===== src/rtl/rnft_pkg.sv =====
// Shared types and constants for the RSSI noise floor tracker.
// Holds request codes, register indexes, the controller state type and the
// control bundle that the top level drives into every window cell.
package rnft_pkg;

    // Fixed field widths of the request and configuration interface.
    localparam int RSSI_W    = 8;
    localparam int TIME_W    = 32;
    localparam int WARMUP_W  = 8;
    localparam int RESTART_W = 16;

    // Control bundle widths cover the full parameter ranges: up to eight
    // channels and windows of up to 32 readings (count range 0 to 32).
    localparam int CH_IDX_W  = 3;
    localparam int CNT_IDX_W = 6;
    localparam int BIT_IDX_W = 3;

    localparam logic [RSSI_W-1:0]    UNKNOWN_FLOOR = 8'hFF;
    localparam logic [WARMUP_W-1:0]  WARMUP_RESET  = 8'd30;
    localparam logic [RESTART_W-1:0] RESTART_RESET = 16'd180;

    // Request codes carried in req_type.
    localparam logic [1:0] REQ_SAMPLE = 2'd0;
    localparam logic [1:0] REQ_TICK   = 2'd1;
    localparam logic [1:0] REQ_QUERY  = 2'd2;

    // Configuration register indexes.
    localparam logic REG_WARMUP  = 1'b0;
    localparam logic REG_RESTART = 1'b1;

    typedef enum logic [1:0] {
        ST_IDLE,
        ST_SELECT,
        ST_DONE
    } state_t;

    typedef struct packed {
        logic                 shift;
        logic                 init;
        logic                 step;
        logic [CH_IDX_W-1:0]  ch;
        logic [CNT_IDX_W-1:0] n_valid;
        logic [BIT_IDX_W-1:0] bit_pos;
        logic                 keep_one;
    } cell_ctrl_t;

endpackage


===== src/rtl/rnft_cell.sv =====
// One position of the reading window, holding that position for every channel.
// Depends on rnft_pkg for the control bundle and field widths.
module rnft_cell #(
    parameter int NUM_CHANNELS = 2,
    parameter int IDX          = 0
) (
    input  logic                            clk,
    input  logic                            rst_n,
    input  rnft_pkg::cell_ctrl_t            ctrl,
    input  logic [rnft_pkg::RSSI_W-1:0]     shift_in,
    input  logic [rnft_pkg::RSSI_W-1:0]     probe,
    output logic [rnft_pkg::RSSI_W-1:0]     value,
    output logic                            ge_probe,
    output logic                            vote,
    output logic                            cand
);
    import rnft_pkg::*;

    localparam int CH_W = (NUM_CHANNELS > 1) ? $clog2(NUM_CHANNELS) : 1;

    logic [RSSI_W-1:0] val_reg [NUM_CHANNELS];
    logic              cand_reg;
    logic              cand_next;
    logic [CH_W-1:0]   ch_idx;

    assign ch_idx   = ctrl.ch[CH_W-1:0];
    assign value    = val_reg[ch_idx];
    assign ge_probe = (value >= probe);
    // A candidate whose current bit is zero counts toward the lower group.
    assign vote     = cand_reg & ~value[ctrl.bit_pos];
    assign cand     = cand_reg;

    always_comb
    begin
        priority if (ctrl.init)
        begin
            cand_next = (CNT_IDX_W'(IDX) < ctrl.n_valid);
        end
        else if (ctrl.step)
        begin
            cand_next = cand_reg & (value[ctrl.bit_pos] == ctrl.keep_one);
        end
        else
        begin
            cand_next = cand_reg;
        end
    end

    always_ff @(posedge clk)
    begin
        if (ctrl.shift)
        begin
            val_reg[ch_idx] <= shift_in;
        end
    end

    always_ff @(posedge clk or negedge rst_n)
    begin
        if (!rst_n)
        begin
            cand_reg <= 1'b0;
        end
        else
        begin
            cand_reg <= cand_next;
        end
    end

endmodule


===== src/rtl/rssi_noise_floor_tracker_top.sv =====
// RSSI noise floor tracker: per-channel low-biased window with upper median.
// Depends on rnft_pkg and rnft_cell. Ticks, ignored samples, empty windows and
// warm-up answers go from the accepted beat straight to ST_DONE; median answers
// first pass through ST_SELECT (8 one-bit selection steps). ST_DONE loads the
// result into the output register once it is free; no new beat is taken until then.
// Reset clears time, counts and control; warmup 30 s, restart 180 s.
module rssi_noise_floor_tracker_top #(
    parameter int WINDOW_DEPTH = 10,
    parameter int NUM_CHANNELS = 2
) (
    input  logic                              clk,
    input  logic                              rst_n,
    // Configuration port.
    input  logic                              psel,
    input  logic                              penable,
    input  logic                              pwrite,
    input  logic [2:0]                        paddr,
    input  logic [31:0]                       pwdata,
    output logic [31:0]                       prdata,
    output logic                              pready,
    // Request channel.
    input  logic                              in_valid,
    output logic                              in_ready,
    input  logic [1:0]                        req_type,
    input  logic                              channel,
    input  logic [rnft_pkg::RSSI_W-1:0]       rssi,
    input  logic [rnft_pkg::TIME_W-1:0]       time_seconds,
    // Result channel.
    output logic                              out_valid,
    input  logic                              out_ready,
    output logic [rnft_pkg::RSSI_W-1:0]       noise_floor
);
    import rnft_pkg::*;

    localparam int CH_W  = (NUM_CHANNELS > 1) ? $clog2(NUM_CHANNELS) : 1;
    localparam int CNT_W = $clog2(WINDOW_DEPTH + 1);

    // ------------------------------------------------------------------
    // Configuration registers. Writes complete in the APB access phase;
    // the port never inserts wait states.
    // ------------------------------------------------------------------
    logic [WARMUP_W-1:0]  warmup_reg;
    logic [RESTART_W-1:0] restart_reg;
    logic                 cfg_wr;

    assign pready = 1'b1;
    assign cfg_wr = psel & penable & pwrite & pready;

    always_comb
    begin
        unique case (paddr[2])
            REG_WARMUP:  prdata = {{(32-WARMUP_W){1'b0}}, warmup_reg};
            REG_RESTART: prdata = {{(32-RESTART_W){1'b0}}, restart_reg};
            default:     prdata = '0;
        endcase
    end

    always_ff @(posedge clk or negedge rst_n)
    begin
        if (!rst_n)
        begin
            warmup_reg  <= WARMUP_RESET;
            restart_reg <= RESTART_RESET;
        end
        else if (cfg_wr)
        begin
            if (paddr[2] == REG_WARMUP)
            begin
                warmup_reg <= pwdata[WARMUP_W-1:0];
            end
            else
            begin
                restart_reg <= pwdata[RESTART_W-1:0];
            end
        end
    end

    // ------------------------------------------------------------------
    // Controller and tracking state.
    // ------------------------------------------------------------------
    state_t               state_reg, state_next;
    logic [TIME_W-1:0]    cur_time_reg, cur_time_next;
    logic [TIME_W-1:0]    start_time_reg, start_time_next;
    logic [CNT_W-1:0]     count_reg [NUM_CHANNELS];
    logic [CNT_W-1:0]     count_next [NUM_CHANNELS];
    logic [CH_W-1:0]      ch_reg, ch_next;
    logic [CNT_W-1:0]     k_reg, k_next;
    logic [BIT_IDX_W-1:0] step_reg, step_next;
    logic [RSSI_W-1:0]    med_reg, med_next;
    logic [RSSI_W-1:0]    res_reg, res_next;
    logic                 out_valid_reg, out_valid_next;
    logic [RSSI_W-1:0]    noise_floor_reg, noise_floor_next;

    // Row of window cells and the signals they return.
    cell_ctrl_t           cell_ctrl;
    logic [RSSI_W-1:0]    value_vec [WINDOW_DEPTH];
    logic [WINDOW_DEPTH-1:0] ge_vec;
    logic [WINDOW_DEPTH-1:0] vote_vec;
    logic [WINDOW_DEPTH-1:0] cand_vec;
    logic [WINDOW_DEPTH-1:0] in_win;

    // Decode of the accepted beat.
    logic                 in_fire;
    logic                 out_free;
    logic                 ch_ok;
    logic [CH_W-1:0]      ch_sel;
    logic [CNT_W-1:0]     cnt_cur;
    logic [CNT_W-1:0]     n_clamp;
    logic [CNT_W-1:0]     n_new;
    logic                 fits;
    logic                 take;
    logic                 time_known;
    logic                 warm;
    logic [TIME_W-1:0]    elapsed_cur;
    logic [TIME_W-1:0]    start_eff;
    logic [TIME_W-1:0]    tick_elapsed;
    logic                 restart_hit;
    logic                 go_select;
    logic [CNT_W-1:0]     n_sel;
    logic                 do_shift;

    // Selection step.
    logic [CNT_W-1:0]     zeros;
    logic                 bit_one;

    assign in_ready  = (state_reg == ST_IDLE);
    assign in_fire   = in_valid & in_ready;
    assign out_free  = ~out_valid_reg | out_ready;
    assign out_valid = out_valid_reg;
    assign noise_floor = noise_floor_reg;

    // Samples and queries on unconfigured channels leave windows and counts alone.
    assign ch_ok   = ((CH_W+1)'(channel) < (CH_W+1)'(NUM_CHANNELS));
    assign ch_sel  = ch_ok ? CH_W'(channel) : '0;
    assign cnt_cur = count_reg[ch_sel];

    // A full window drops its oldest reading before the new one is judged.
    assign n_clamp = (cnt_cur >= CNT_W'(WINDOW_DEPTH)) ? CNT_W'(WINDOW_DEPTH - 1) : cnt_cur;

    for (genvar i = 0; i < WINDOW_DEPTH; i++)
    begin : g_win
        assign in_win[i] = (CNT_W'(i) < n_clamp);
    end

    // The sample enters the window when it is no greater than some stored
    // reading, or when the window is empty.
    assign fits  = |(ge_vec & in_win);
    assign take  = (n_clamp == '0) | fits;
    assign n_new = take ? (n_clamp + CNT_W'(1)) : n_clamp;

    assign time_known  = (cur_time_reg != '0);
    assign elapsed_cur = cur_time_reg - start_time_reg;
    assign warm        = (elapsed_cur < {{(TIME_W-WARMUP_W){1'b0}}, warmup_reg});

    // The first tick while the time is unknown also sets the start time.
    assign start_eff    = time_known ? start_time_reg : time_seconds;
    assign tick_elapsed = time_seconds - start_eff;
    assign restart_hit  = (tick_elapsed > {{(TIME_W-RESTART_W){1'b0}}, restart_reg});

    // Work out whether the accepted beat needs a rank selection, and over
    // how many readings.
    always_comb
    begin
        go_select = 1'b0;
        n_sel     = '0;
        do_shift  = 1'b0;
        if (in_fire && ch_ok)
        begin
            if (req_type == REQ_SAMPLE && time_known)
            begin
                do_shift = take;
                if (n_clamp != '0 && !warm)
                begin
                    go_select = 1'b1;
                    n_sel     = n_new;
                end
            end
            else if (req_type == REQ_QUERY && cnt_cur != '0)
            begin
                go_select = 1'b1;
                n_sel     = cnt_cur;
            end
        end
    end

    // Count of remaining candidates whose current bit is zero.
    always_comb
    begin
        zeros = '0;
        for (int i = 0; i < WINDOW_DEPTH; i++)
        begin
            zeros = zeros + CNT_W'(vote_vec[i]);
        end
    end

    // If the wanted rank lies past the zero group, the answer bit is one.
    assign bit_one = ~(k_reg < zeros);

    always_comb
    begin
        cell_ctrl          = '0;
        cell_ctrl.shift    = do_shift;
        cell_ctrl.init     = go_select;
        cell_ctrl.step     = (state_reg == ST_SELECT);
        cell_ctrl.ch       = (state_reg == ST_IDLE) ? CH_IDX_W'(ch_sel) : CH_IDX_W'(ch_reg);
        cell_ctrl.n_valid  = CNT_IDX_W'(n_sel);
        cell_ctrl.bit_pos  = step_reg;
        cell_ctrl.keep_one = bit_one;
    end

    for (genvar g = 0; g < WINDOW_DEPTH; g++)
    begin : g_cell
        logic [RSSI_W-1:0] cell_in;
        if (g == 0)
        begin : g_head
            assign cell_in = rssi;
        end
        else
        begin : g_link
            assign cell_in = value_vec[g-1];
        end

        rnft_cell #(
            .NUM_CHANNELS (NUM_CHANNELS),
            .IDX          (g)
        ) u_cell (
            .clk      (clk),
            .rst_n    (rst_n),
            .ctrl     (cell_ctrl),
            .shift_in (cell_in),
            .probe    (rssi),
            .value    (value_vec[g]),
            .ge_probe (ge_vec[g]),
            .vote     (vote_vec[g]),
            .cand     (cand_vec[g])
        );
    end

    // ------------------------------------------------------------------
    // Next state.
    // ------------------------------------------------------------------
    always_comb
    begin
        state_next = state_reg;
        unique case (state_reg)
            ST_IDLE:
            begin
                if (in_fire)
                begin
                    state_next = go_select ? ST_SELECT : ST_DONE;
                end
            end
            ST_SELECT:
            begin
                if (step_reg == '0)
                begin
                    state_next = ST_DONE;
                end
            end
            ST_DONE:
            begin
                if (out_free)
                begin
                    state_next = ST_IDLE;
                end
            end
            default:
            begin
                state_next = ST_IDLE;
            end
        endcase
    end

    // ------------------------------------------------------------------
    // Datapath and outputs.
    // ------------------------------------------------------------------
    always_comb
    begin
        cur_time_next    = cur_time_reg;
        start_time_next  = start_time_reg;
        count_next       = count_reg;
        ch_next          = ch_reg;
        k_next           = k_reg;
        step_next        = step_reg;
        med_next         = med_reg;
        res_next         = res_reg;
        out_valid_next   = out_valid_reg & ~out_ready;
        noise_floor_next = noise_floor_reg;

        unique case (state_reg)
            ST_IDLE:
            begin
                if (in_fire)
                begin
                    res_next = UNKNOWN_FLOOR;
                    if (req_type == REQ_TICK)
                    begin
                        cur_time_next   = time_seconds;
                        start_time_next = restart_hit ? time_seconds : start_eff;
                        if (restart_hit)
                        begin
                            for (int c = 0; c < NUM_CHANNELS; c++)
                            begin
                                count_next[c] = '0;
                            end
                        end
                    end
                    else if (req_type == REQ_SAMPLE && ch_ok && time_known)
                    begin
                        count_next[ch_sel] = n_new;
                    end
                    if (go_select)
                    begin
                        ch_next   = ch_sel;
                        k_next    = n_sel >> 1;
                        step_next = BIT_IDX_W'(RSSI_W - 1);
                        med_next  = '0;
                    end
                end
            end
            ST_SELECT:
            begin
                if (bit_one)
                begin
                    k_next = k_reg - zeros;
                end
                med_next[step_reg] = bit_one;
                step_next          = step_reg - BIT_IDX_W'(1);
                if (step_reg == '0)
                begin
                    res_next = med_next;
                end
            end
            ST_DONE:
            begin
                if (out_free)
                begin
                    out_valid_next   = 1'b1;
                    noise_floor_next = res_reg;
                end
            end
            default:
            begin
                res_next = UNKNOWN_FLOOR;
            end
        endcase
    end

    always_ff @(posedge clk or negedge rst_n)
    begin
        if (!rst_n)
        begin
            state_reg      <= ST_IDLE;
            cur_time_reg   <= '0;
            start_time_reg <= '0;
            for (int c = 0; c < NUM_CHANNELS; c++)
            begin
                count_reg[c] <= '0;
            end
            ch_reg         <= '0;
            k_reg          <= '0;
            step_reg       <= '0;
            out_valid_reg  <= 1'b0;
        end
        else
        begin
            state_reg      <= state_next;
            cur_time_reg   <= cur_time_next;
            start_time_reg <= start_time_next;
            count_reg      <= count_next;
            ch_reg         <= ch_next;
            k_reg          <= k_next;
            step_reg       <= step_next;
            out_valid_reg  <= out_valid_next;
        end
    end

    always_ff @(posedge clk)
    begin
        med_reg         <= med_next;
        res_reg         <= res_next;
        noise_floor_reg <= noise_floor_next;
    end

    // ------------------------------------------------------------------
    // Assertions.
    // ------------------------------------------------------------------

    // The wanted rank always lies inside the surviving candidate set.
    a_rank_in_set: assert property (@(posedge clk) disable iff (!rst_n)
        (state_reg == ST_SELECT) |-> (k_reg < CNT_W'($countones(cand_vec))))
        else $error("rank select lost its target reading");

    // A tick never starts a rank selection.
    a_tick_direct: assert property (@(posedge clk) disable iff (!rst_n)
        (in_fire && req_type == REQ_TICK) |=> (state_reg == ST_DONE))
        else $error("tick beat did not go straight to result hand-off");

    // Channel 0 window occupancy never exceeds the window depth.
    a_count_bound: assert property (@(posedge clk) disable iff (!rst_n)
        (count_reg[0] <= CNT_W'(WINDOW_DEPTH)))
        else $error("window count exceeds depth");

    // A finished result is moved into the output register unchanged.
    a_out_load: assert property (@(posedge clk) disable iff (!rst_n)
        (state_reg == ST_DONE && out_free) |=>
        (out_valid && noise_floor == $past(res_reg)))
        else $error("result hand-off to output register failed");

endmodule

===== config.mk =====
export PLATFORM = sky130hd
export DESIGN_NAME = rssi_noise_floor_tracker_top
export DESIGN_NICKNAME = d
export VERILOG_FILES = /design/src/rtl/rnft_pkg.sv /design/src/rtl/rnft_cell.sv /design/src/rtl/rssi_noise_floor_tracker_top.sv
export SDC_FILE = /design/constraint.sdc
export NUM_CORES = 1
export LEC_CHECK = 0
export BUFFER_PORTS_ARGS = -buffer_cell sky130_fd_sc_hd__buf_2
export CAP_MARGIN = 20
export CORE_ASPECT_RATIO = 0.9
export CORE_MARGIN = 5
export CORE_UTILIZATION = 60
export DETAILED_ROUTE_END_ITERATION = 7
export GPL_TIMING_DRIVEN = 0
export PLACE_DENSITY = 0.77
export SYNTH_ARGS = -nofsm -noshare
export SYNTH_HDL_FRONTEND = slang
export SYNTH_HIERARCHICAL = 1
export SYNTH_SLANG_ARGS = --single-unit

===== constraint.sdc =====
create_clock -name clk -period 7.6 [get_ports clk]
set_clock_uncertainty 0.05 [all_clocks]
set_input_delay 0.76 -clock clk [delete_from_list [all_inputs] [get_ports clk]]
set_output_delay 0.76 -clock clk [all_outputs]
set_load 0.01 [all_outputs]

Word-level counts from Yosys, hierarchy flattened
Memory sizes are Yosys's and may differ from the RTL's.
Index checks and enable logic that the tools add are counted.
W data, S select, Z words.
{"block": "totals", "register_bits": 141, "ram_bits": 160, "in_bits": 85, "output_inout_bits": 43, "wordCells": 266, "mem_count": 10}
{"memory": "g_cell[0].u_cell.val_reg", "depth": 2, "width": 8, "read_ports": 1, "rd_clocked_by_memory_dff": 0, "wr": 1, "line_no": "rnft_cell.sv:21", "source": "logic [RSSI_W-1:0] val_reg [NUM_CHANNELS];"}
{"memory": "g_cell[1].u_cell.val_reg", "depth": 2, "width": 8, "read_ports": 1, "rd_clocked_by_memory_dff": 0, "wr": 1, "line_no": "rnft_cell.sv:21"}
{"memory": "g_cell[2].u_cell.val_reg", "depth": 2, "width": 8, "read_ports": 1, "rd_clocked_by_memory_dff": 0, "wr": 1, "line_no": "rnft_cell.sv:21"}
{"memory": "g_cell[3].u_cell.val_reg", "depth": 2, "width": 8, "read_ports": 1, "rd_clocked_by_memory_dff": 0, "wr": 1, "line_no": "rnft_cell.sv:21"}
{"memory": "g_cell[4].u_cell.val_reg", "depth": 2, "width": 8, "read_ports": 1, "rd_clocked_by_memory_dff": 0, "wr": 1, "line_no": "rnft_cell.sv:21"}
{"memory": "g_cell[5].u_cell.val_reg", "depth": 2, "width": 8, "read_ports": 1, "rd_clocked_by_memory_dff": 0, "wr": 1, "line_no": "rnft_cell.sv:21"}
{"memory": "4 more memories"}
{"block": "op_classes", "add_sub_neg": 14, "magnitude_cmp": 38, "n_eq_ne": 20, "muxes": 90, "bitwise_logic": 43, "n_reduce_logical": 27}
{"operator": "$ge A8 B8 Y1", "n": 10}
{"operator": "$mux W32", "n": 2}
{"operator": "$pmux W32 S2", "n": 1}
{"operator": "$sub A32 B32 Y32", "n": 2}
{"operator": "$mux W8", "n": 7}
{"operator": "$mux W4", "n": 13}
{"operator": "$mux W1", "n": 42}
{"operator": "$gt A32 B16 Y1", "n": 1}
{"operator": "$lt A3 B4 Y1 const A", "n": 8}
{"operator": "$lt A32 B8 Y1", "n": 1}
{"operator": "$reduce_bool A32 Y1", "n": 1}
{"operator": "$bmux W1 S3", "n": 10}
{"operator": "$add A4 B1 Y4", "n": 6}
{"operator": "$and A1 B1 Y1", "n": 24}
{"operator": "$pmux W8 S3", "n": 1}
{"operator": "$bwmux W8", "n": 2}
{"operator": "$lt A1 B4 Y1 const A", "n": 4}
{"operator": "$lt A2 B4 Y1 const A", "n": 4}
{"operator": "$lt A4 B4 Y1 const A", "n": 4}
{"operator": "$pmux W8 S2", "n": 1}
{"operator": "$not A1 Y1", "n": 15}
{"operator": "$reduce_and A3 Y1", "n": 5}
{"operator": "$and A10 B10 Y10", "n": 1}
{"operator": "$eq A1 B1 Y1", "n": 10}
{"operator": "35 further kinds", "n": 57}

Longest topological paths before layout
Gate-level depths: netlist (run 1).
An unclocked memory read counts as a cell.
{"block": "logic_depth", "ltp_word": 22, "ltp_mapped": 31, "ltp_nobuf": 25}

Cells and area by module
The synthesis (run 1) kept the hierarchy.
{"mod": "rssi_noise_floor_tracker_top", "n_inst": 1, "cells_per_inst": 1485, "area_per_inst_um2": 12281.8, "seq_area_each_um2": 3408.3}
{"mod": "rnft_cell (g_cell[0].u_cell ...)", "n_inst": 3, "cells_per_inst": 68, "area_per_inst_um2": 982.2, "seq_area_each_um2": 505.5}
{"mod": "rnft_cell (g_cell[4].u_cell ...)", "n_inst": 2, "cells_per_inst": 68, "area_per_inst_um2": 983.4, "seq_area_each_um2": 505.5}
{"mod": "rnft_cell (g_cell[2].u_cell)", "n_inst": 1, "cells_per_inst": 70, "area_per_inst_um2": 984.7, "seq_area_each_um2": 505.5}
{"mod": "rnft_cell (g_cell[5].u_cell)", "n_inst": 1, "cells_per_inst": 69, "area_per_inst_um2": 982.2, "seq_area_each_um2": 505.5}
{"mod": "rnft_cell (g_cell[1].u_cell)", "n_inst": 1, "cells_per_inst": 68, "area_per_inst_um2": 979.7, "seq_area_each_um2": 505.5}
{"mod": "rnft_cell (g_cell[3].u_cell)", "n_inst": 1, "cells_per_inst": 67, "area_per_inst_um2": 975.9, "seq_area_each_um2": 505.5}
{"mod": "rnft_cell (g_cell[7].u_cell)", "n_inst": 1, "cells_per_inst": 67, "area_per_inst_um2": 974.7, "seq_area_each_um2": 505.5}

Worst setup path before layout (run 1)
OpenSTA, ideal clock, no wires.
{"block": "synth_timing", "kind": "register -> register", "startpoint": "register cur_time_reg[1]", "endpoint": "register start_time_reg[10]", "setup_ns": 0.141, "arrival_time_ns": 6.301, "t_required_ns": 7.409, "path_slack_ns": 1.107, "stages_incl_launch_ff": 31, "path_buffers": 8, "period_less_slack_ns": 6.493, "cell_sequence": "dfrtp_1 > nor4_1 > nand2_1 > nor4_2 > buf_4 > buf_6 > clkbuf_1 > buf_1 > mux2i_1 > ha_1 > clkbuf_1 > and3_1 > clkbuf_1 > nand3_1 > o211ai_1 > a21oi_1 > o21a_1 > xnor2_1 > ha_1 > nand4_1 > nor2_1 > o21ai_0 > a211oi_1 > or4_1 > nor4_1 > nand4_1 > nor4_4 > and4_1 > buf_4 > buf_8 > o221ai_2"}
{"block": "synth_via", "elab_chain_len": 5}
{"element": "start: declaration", "line_no": "rssi_noise_floor_tracker_top.sv:82", "source": "logic [TIME_W-1:0] cur_time_reg, cur_time_next;"}
{"element": "start signal: assignment", "line_no": "rssi_noise_floor_tracker_top.sv:368", "source": "cur_time_reg <= cur_time_next;"}
{"element": "$reduce_bool A32 Y1 (*)", "line_no": "rssi_noise_floor_tracker_top.sv:151", "source": "assign time_known = (cur_time_reg != '0);"}
{"element": "$mux W32 (*)", "line_no": "rssi_noise_floor_tracker_top.sv:156", "source": "assign start_eff = time_known ? start_time_reg : time_seconds;"}
{"element": "$sub A32 B32 Y32", "line_no": "rssi_noise_floor_tracker_top.sv:157", "source": "assign tick_elapsed = time_seconds - start_eff;"}
{"element": "$gt A32 B16 Y1", "line_no": "rssi_noise_floor_tracker_top.sv:158", "source": "assign restart_hit = (tick_elapsed > {{(TIME_W-RESTART_W){1'b0}}, restart_reg});"}
{"element": "$mux W32 (*)", "line_no": "rssi_noise_floor_tracker_top.sv:299", "source": "start_time_next = restart_hit ? time_seconds : start_eff;"}
{"element": "end signal: assignment", "line_no": "rssi_noise_floor_tracker_top.sv:369", "source": "start_time_reg <= start_time_next;"}
{"element": "end: declaration", "line_no": "rssi_noise_floor_tracker_top.sv:83", "source": "logic [TIME_W-1:0] start_time_reg, start_time_next;"}
Every way passes the cells marked *; elsewhere a longest branch is shown, timed or not.
A chain may end at the register's enable or synchronous reset.

Worst setup path after layout (run 1)
{"block": "layout_timing", "startpoint": "register cur_time_reg[22]", "endpoint": "register start_time_reg[5]"}
Same word-level chain as after synthesis.

==> run metrics, run 1 <==
worst r2r path cells=29; hpwl dp=46700 um; Die Area=40300 sq um; max-cap viol count=0; Crit path max-delay family=simple AND/OR/NAND/NOR gates; Post-Route WL=60600 um; hold bufs inserted after CTS=0; Clock Latency Late Sink=0.53 ns; Worst setup startpoint=cur_time_reg[22]$_DFFE_PN0P_; Worst slew margin=26.3%; Tcrit/Tclk final=95.9%; Post-DRT Antenna Nets=0; Buffers & Inverters on Critical Path=6; Worst Path Required=7.91 ns; setup violators final=0; Initial Utilization=60.6%; Worst-Margin Slew=1.10 ns; total power=10.9 mW; RSZ-0062 raised after global routing=no; vias in the first global route=17000; Reg2Reg Capture Point=start_time_reg[5]$_DFFE_PN0P_; FILL cells=2781; GRT Overall Usage=29.4%; DRT iter0 DRCs=1795; via/cell ratio=6.31; Routed WL per cell=21.6 um; Arrival @ worst endpoint=7.60 ns; initial antenna violation count=0; Leak Pwr=10.3 nW; mapped cell area=21800 sq um; Ys Warns=6; CP endpoint=start_time_reg[5]$_DFFE_PN0P_; I/O pin cnt=128; CTS max path bufs=3; critical path startpoint category=flop; fmax=0.137 GHz; Levels on crit path=29; Rows=66; Hold Path Class=input port to async pin; minimum hold slack=0.0877 ns; Peak VDD IR=0.000235 V; reg2reg setup slack=0.31 ns; clock buffer count from CTS=34; drt drc=0; grt total ovfl=0; Final Hold Viols=0; first-pass GRT wire length=94200 um; clock slew at reported path FFs=0.06 ns; chip height=191 um; routability congestion estimate from global placement=0.985; Port Buffer Count=88; final net count=2548; Root Driver=clkbuf_16; Cell Pwr Density=449 nW/um^2; R2R Path Start=cur_time_reg[22]$_DFFE_PN0P_; Slew Viols, Final=0; via count=17700; clock sink count=301; fin crit period=7.29 ns; Largest stage delay, worst path=0.57 ns; slowest cell on the critical path=or4_1; H-tree levels=2; crit end category=flop; number of diodes=0; outcome=completed; area grow syn2layout=11.6%; CTS tree=done; setup_tns=0 ns; largest net degree at the start of global routing=83; Setup Crit Path Kind=flop to flop; CP Max Fanout=10; layout cell share with drive strength beyond 1=17.1%; Mapped Cells=2131; total core area=36000 sq um; Syn Area/Cell=10.2 sq um; Largest register FFs=160; Die W=211 um; Final Core Density=67.6%; DRT Pass-1 Iters=6
-- final cells by class --
type                            count  area (sq um)  share of cell area (%)
Clock inverter                     16           151                   0.622
Inverter                          180           676                    2.77
Multi-Input combinational cell   1571         12300                    50.6
Buffer                            110           639                    2.63
Clock buffer                       46           926                    3.80
Sequential cell                   301          8460                    34.8
Timing Repair Buffer              100           584                    2.40
Tap cell                          476           596                    2.45
-- layout by cell type (no fill, tap or decap), types with 43 or more instances in the layout --
cell / count
clkbuf_1: 70
mux2i_1: 43
nand2_1: 227
mux2_2: 98
buf_2: 95
dfrtp_1: 108
nand4_1: 53
a21oi_1: 120
edfxtp_1: 184
nor2_1: 128
o21ai_0: 80
inv_1: 179
ha_1: 152
-- worst min-delay path by stage --
stage,to,slack [ns],start
after global placement,noise_floor[5]$_DFFE_PP_,0.35,res_reg[5]$_SDFFCE_PN1P_
after CTS,start_time_reg[18]$_DFFE_PN0P_,0.10,rst_n
after detailed placement,noise_floor[3]$_DFFE_PP_,0.36,res_reg[3]$_SDFFCE_PN1P_
after global routing,start_time_reg[18]$_DFFE_PN0P_,0.11,rst_n
after floorplan,noise_floor[0]$_DFFE_PP_,0.35,res_reg[0]$_SDFFCE_PN1P_
final,start_time_reg[18]$_DFFE_PN0P_,0.09,rst_n
-- worst register-to-register path: cells and delay by family, from the launching register on --
family                     cells  cell delay, ns
AOI/OAI and AO/OA              6            1.15
and+or+nand+nor               14            3.47
buffers and inverters          6            1.25
DFF                            1            0.42
adders and majority gates      2            0.54
xor gates and xnor gates       1            0.26
-- power breakdown --
group	internal [mW]	switching (mW)	leakage, nW	total [mW]
clock network	0.931	0.677	0.528	1.61
logic	2.74	4.06	6.64	6.79
registers	2.20	0.326	3.08	2.53
-- routing by layer --
layer | part of all wire [%] | global-route usage, %
met5 | 0 | 0
met1 | 45 | 44.7
met3 | 9.7 | 6.58
met4 | 1.7 | 5.58
met2 | 44 | 43.8
-- what timing repair did --
action	4_1_cts	5_1_grt
pin swaps	2	3
endpoints found under the setup margin	40	40
setup buffers	3	2
resized for setup	18	32
hold endpoints to repair	0	0
-- per-stage QoR --
stage / area (sq um) / worst slack, ns / cells
after CTS: 24200 / 0.0295 / 2796
final: 24400 / 0.309 / 2800
after floorplan: 21900 / 1.11 / 2166
after global routing: 24400 / 0.0317 / 2800
after detailed placement: 23100 / -1.09 / 2734
after global placement: 23000 / -1.04 / 2730
Power figures use the tool's default switching activity.
==> inputs of run 2 (changes only) <==
--- a/config.mk
+++ b/config.mk
@@ -8,11 +8,10 @@
 export BUFFER_PORTS_ARGS = -buffer_cell sky130_fd_sc_hd__buf_2
 export CAP_MARGIN = 20
 export CORE_ASPECT_RATIO = 0.9
-export CORE_MARGIN = 5
-export CORE_UTILIZATION = 60
+export CORE_MARGIN = 3
+export CORE_UTILIZATION = 55
 export DETAILED_ROUTE_END_ITERATION = 7
-export GPL_TIMING_DRIVEN = 0
-export PLACE_DENSITY = 0.77
+export PLACE_DENSITY = 0.71
 export SYNTH_ARGS = -nofsm -noshare
 export SYNTH_HDL_FRONTEND = slang
 export SYNTH_HIERARCHICAL = 1
==> run 2 against run 1 <==
Net effect: global-route usage is 1.1 points lower; clock power rose by 6%; power down 0.56%; die area up 4.5%; non-clock buffer count shrank 82; maximum frequency up 1.2%; register-to-register slack gained 0.09 ns; design area shrank 1.9%; combinational power is 2% lower; flip-flop and latch count unchanged; critical path depth fell by 5; core utilization decreased by 5.9 points; largest cell class unchanged.
==> run metrics, run 2 (synthesis gave the netlist of run 1 again) <==
outcome=completed; critical path startpoint category=flop; vias in the first global route=16800 (-1.3%); Root Driver=clkbuf_16; routability congestion estimate from global placement=0.951 (-3.5%); Psw=4.99 mW (-1.3%); DRT Pass-1 Iters=5 (-1); final net count=2466 (-3.2%); crit end category=flop; GRT Overall Usage=28.3% (-1.1 points); Leak Pwr=10.1 nW (-1.7%); design area=23900 sq um (-1.9%); Worst-Margin Slew=0.985 ns (-0.112 ns); clock slew at reported path FFs=0.06 ns (about the same); number of diodes=0 (unchanged); RSZ-0062 raised after global routing=no; CTS tree=done; initial antenna violation count=0 (unchanged); CTS max path bufs=3 (unchanged); Rows=68 (+3.0%); Peak VDD IR=0.000255 V (+8.8%); grt total ovfl=0 (unchanged); commonest non-fill, non-tap cells in the layout=nand2_1 (227), edfxtp_1 (184), inv_1 (180); reg2reg setup slack=0.40 ns (+0.09 ns); Post-DRT Antenna Nets=0 (unchanged); Comb pwr share=61.1% (-1.1 points); Largest stage delay, worst path=0.64 ns (+0.07 ns); Post-Route WL=59800 um (-1.4%); clock sink count=301 (unchanged); Setup Crit Path Kind=flop to flop; Die W=216 um (+2.3%); Port Buffer Count=92 (+4.5%); slowest cell on the critical path=or4_1; internal power=5.87 mW (about the same); H-tree levels=2 (unchanged); largest net degree at the start of global routing=75 (-9.6%); DRT iter0 DRCs=1654 (-7.9%); Routed WL per cell=21.6 um (-0.15%); switching fraction of total power=46.0% (-0.32 points); worst-path cell chain=nor4_1 -> nand2_1 -> or4_1 -> o21ai_0 -> ha_1 -> inv_1 -> ha_1 -> o311ai_0 -> a311oi_2 -> nand3_1 -> nand2_1 -> xor2_1 -> ha_1 -> nand4_1 -> nor2_1 -> o21ai_0 -> a211oi_1 -> or4_1 -> nor4_1 -> nand4_1 -> nor4_4 -> buf_4 -> nand4_1 -> a21oi_1; Worst slew margin=34.4% (+8.0 points); Worst Path Required=8.01 ns (+0.10 ns); layout cell share with drive strength beyond 1=16.1% (-0.97 points); setup_tns=0 ns (unchanged); Largest register FFs=160 (unchanged); clock buffer count from CTS=34 (unchanged); Reg2Reg Capture Point=count_reg[5]$_DFFE_PN0P_; setup violators final=0 (unchanged); hpwl dp=44800 um (-4.0%); Arrival @ worst endpoint=7.61 ns (about the same); portion of total power attributed to sequential cells=23.1% (about the same); commonest non-fill, non-tap cell in the layout=nand2_1; I/O pin cnt=128 (unchanged); area grow syn2layout=9.57%; Clock power frac=15.7% (+1.0 points); fin crit period=7.20 ns (-0.0866 ns); first-pass GRT wire length=95100 um (+1.0%); fmax=0.139 GHz (+1.2%); CP Max Fanout=18 (+8); chip height=195 um (+2.1%); total core area=38700 sq um (+7.5%); Tcrit/Tclk final=94.8% (-1.1 points); placed cell area=22700 sq um (-1.3%); Crit path max-delay family=simple AND/OR/NAND/NOR gates; post-CTS sizing=0 (-18); post-CTS setup buffers=0 (-3); hold bufs inserted after CTS=0 (unchanged); drt drc=0 (unchanged); Die Area=42100 sq um (+4.5%); Clock Latency Late Sink=0.55 ns (+0.02 ns); via/cell ratio=6.27 (-0.59%); Final Hold Viols=0 (unchanged); Initial Utilization=56.3% (-4.2 points); worst r2r path cells=24 (-17%); via count=17300 (-1.8%); R2R Path Start=cur_time_reg[11]$_DFFE_PN0P_; FILL cells=3234 (+16%); Hold Path Class=input port to async pin; Cell Pwr Density=455 nW/um^2 (+1.3%); Slew Viols, Final=0 (unchanged); max-cap viol count=0 (unchanged); Buffers & Inverters on Critical Path=2 (-4)
run 2: cell count changes in the layout (fill, tap and decap cells not counted), moves of 4 or more:
cell	change
clkbuf_1	-67
ha_1	+5
buf_2	-4
buf_6	-14
buf_4	+8
nor4_1	+4
run 2: how the worst max path moves through the flow:
stage | from | endpoint | slack (ns) | cells after the start
6_report | cur_time_reg[11]$_DFFE_PN0P_ | count_reg[5]$_DFFE_PN0P_ | 0.40 | 24
3_5_place_dp | channel | g_cell[3].u_cell/cand$_DFFE_PN0P_ | 0.30 | 21
4_1_cts | state_reg[1]$_DFFE_PN0P_ | g_cell[3].u_cell/cand$_DFFE_PN0P_ | 0.59 | 21
2_1_floorplan | cur_time_reg[1]$_DFFE_PN0P_ | start_time_reg[10]$_DFFE_PN0P_ | 1.11 | 30
5_1_grt | cur_time_reg[22]$_DFFE_PN0P_ | count_reg[5]$_DFFE_PN0P_ | 0.07 | 24
3_3_place_gp | channel | g_cell[0].u_cell/cand$_DFFE_PN0P_ | 0.44 | 21
run 2: cell type report:
| cell class | instances | area (sq um) | area share (%) |
|---|---|---|---|
| multi-input cells | 1571 | 12200 | 51.1 |
| flip-flops and latches | 301 | 8460 | 35.4 |
| clock buffers | 43 | 967 | 4.05 |
| repair buffers | 128 | 743 | 3.11 |
| inverters | 180 | 676 | 2.83 |
| well taps | 525 | 657 | 2.75 |
| clock inverters | 17 | 185 | 0.775 |
run 2: per-layer routing:
metal / up-vias / routed length, um / GRT usage [%]
met2: 621 / 26300 / 42.9
met5: - / 0 / 0
met1: 8593 / 27900 / 43.1
met4: 0 / 1020 / 5.64
met3: 87 / 4600 / 4.92
li1: 8033 / - / -
run 2: power groups by stage:
stage                     sequential [mW]  combinational [mW]  clock [mW]
after floorplan                      2.45                4.85           0
after global placement               2.52                6.30           0
after detailed placement             2.54                6.46           0
after CTS                            2.51                6.51        1.74
after global routing                 2.56                7.33        1.80
final                                2.51                6.64        1.71
run 2: metrics by stage:
stage / utilization (%) / hold slack [ns] / total power, mW / setup slack (ns) / std cells
after detailed placement: 58.8 / 0.358 / 9.00 / 0.297 / 2704
after CTS: 61.7 / 0.212 / 10.8 / 0.586 / 2764
after global placement: 58.8 / 0.351 / 8.82 / 0.443 / 2704
final: 61.7 / 0.206 / 10.9 / 0.396 / 2765
after floorplan: - / 0.350 / 7.29 / 1.11 / 2166
after global routing: 61.7 / 0.255 / 11.7 / 0.0749 / 2765
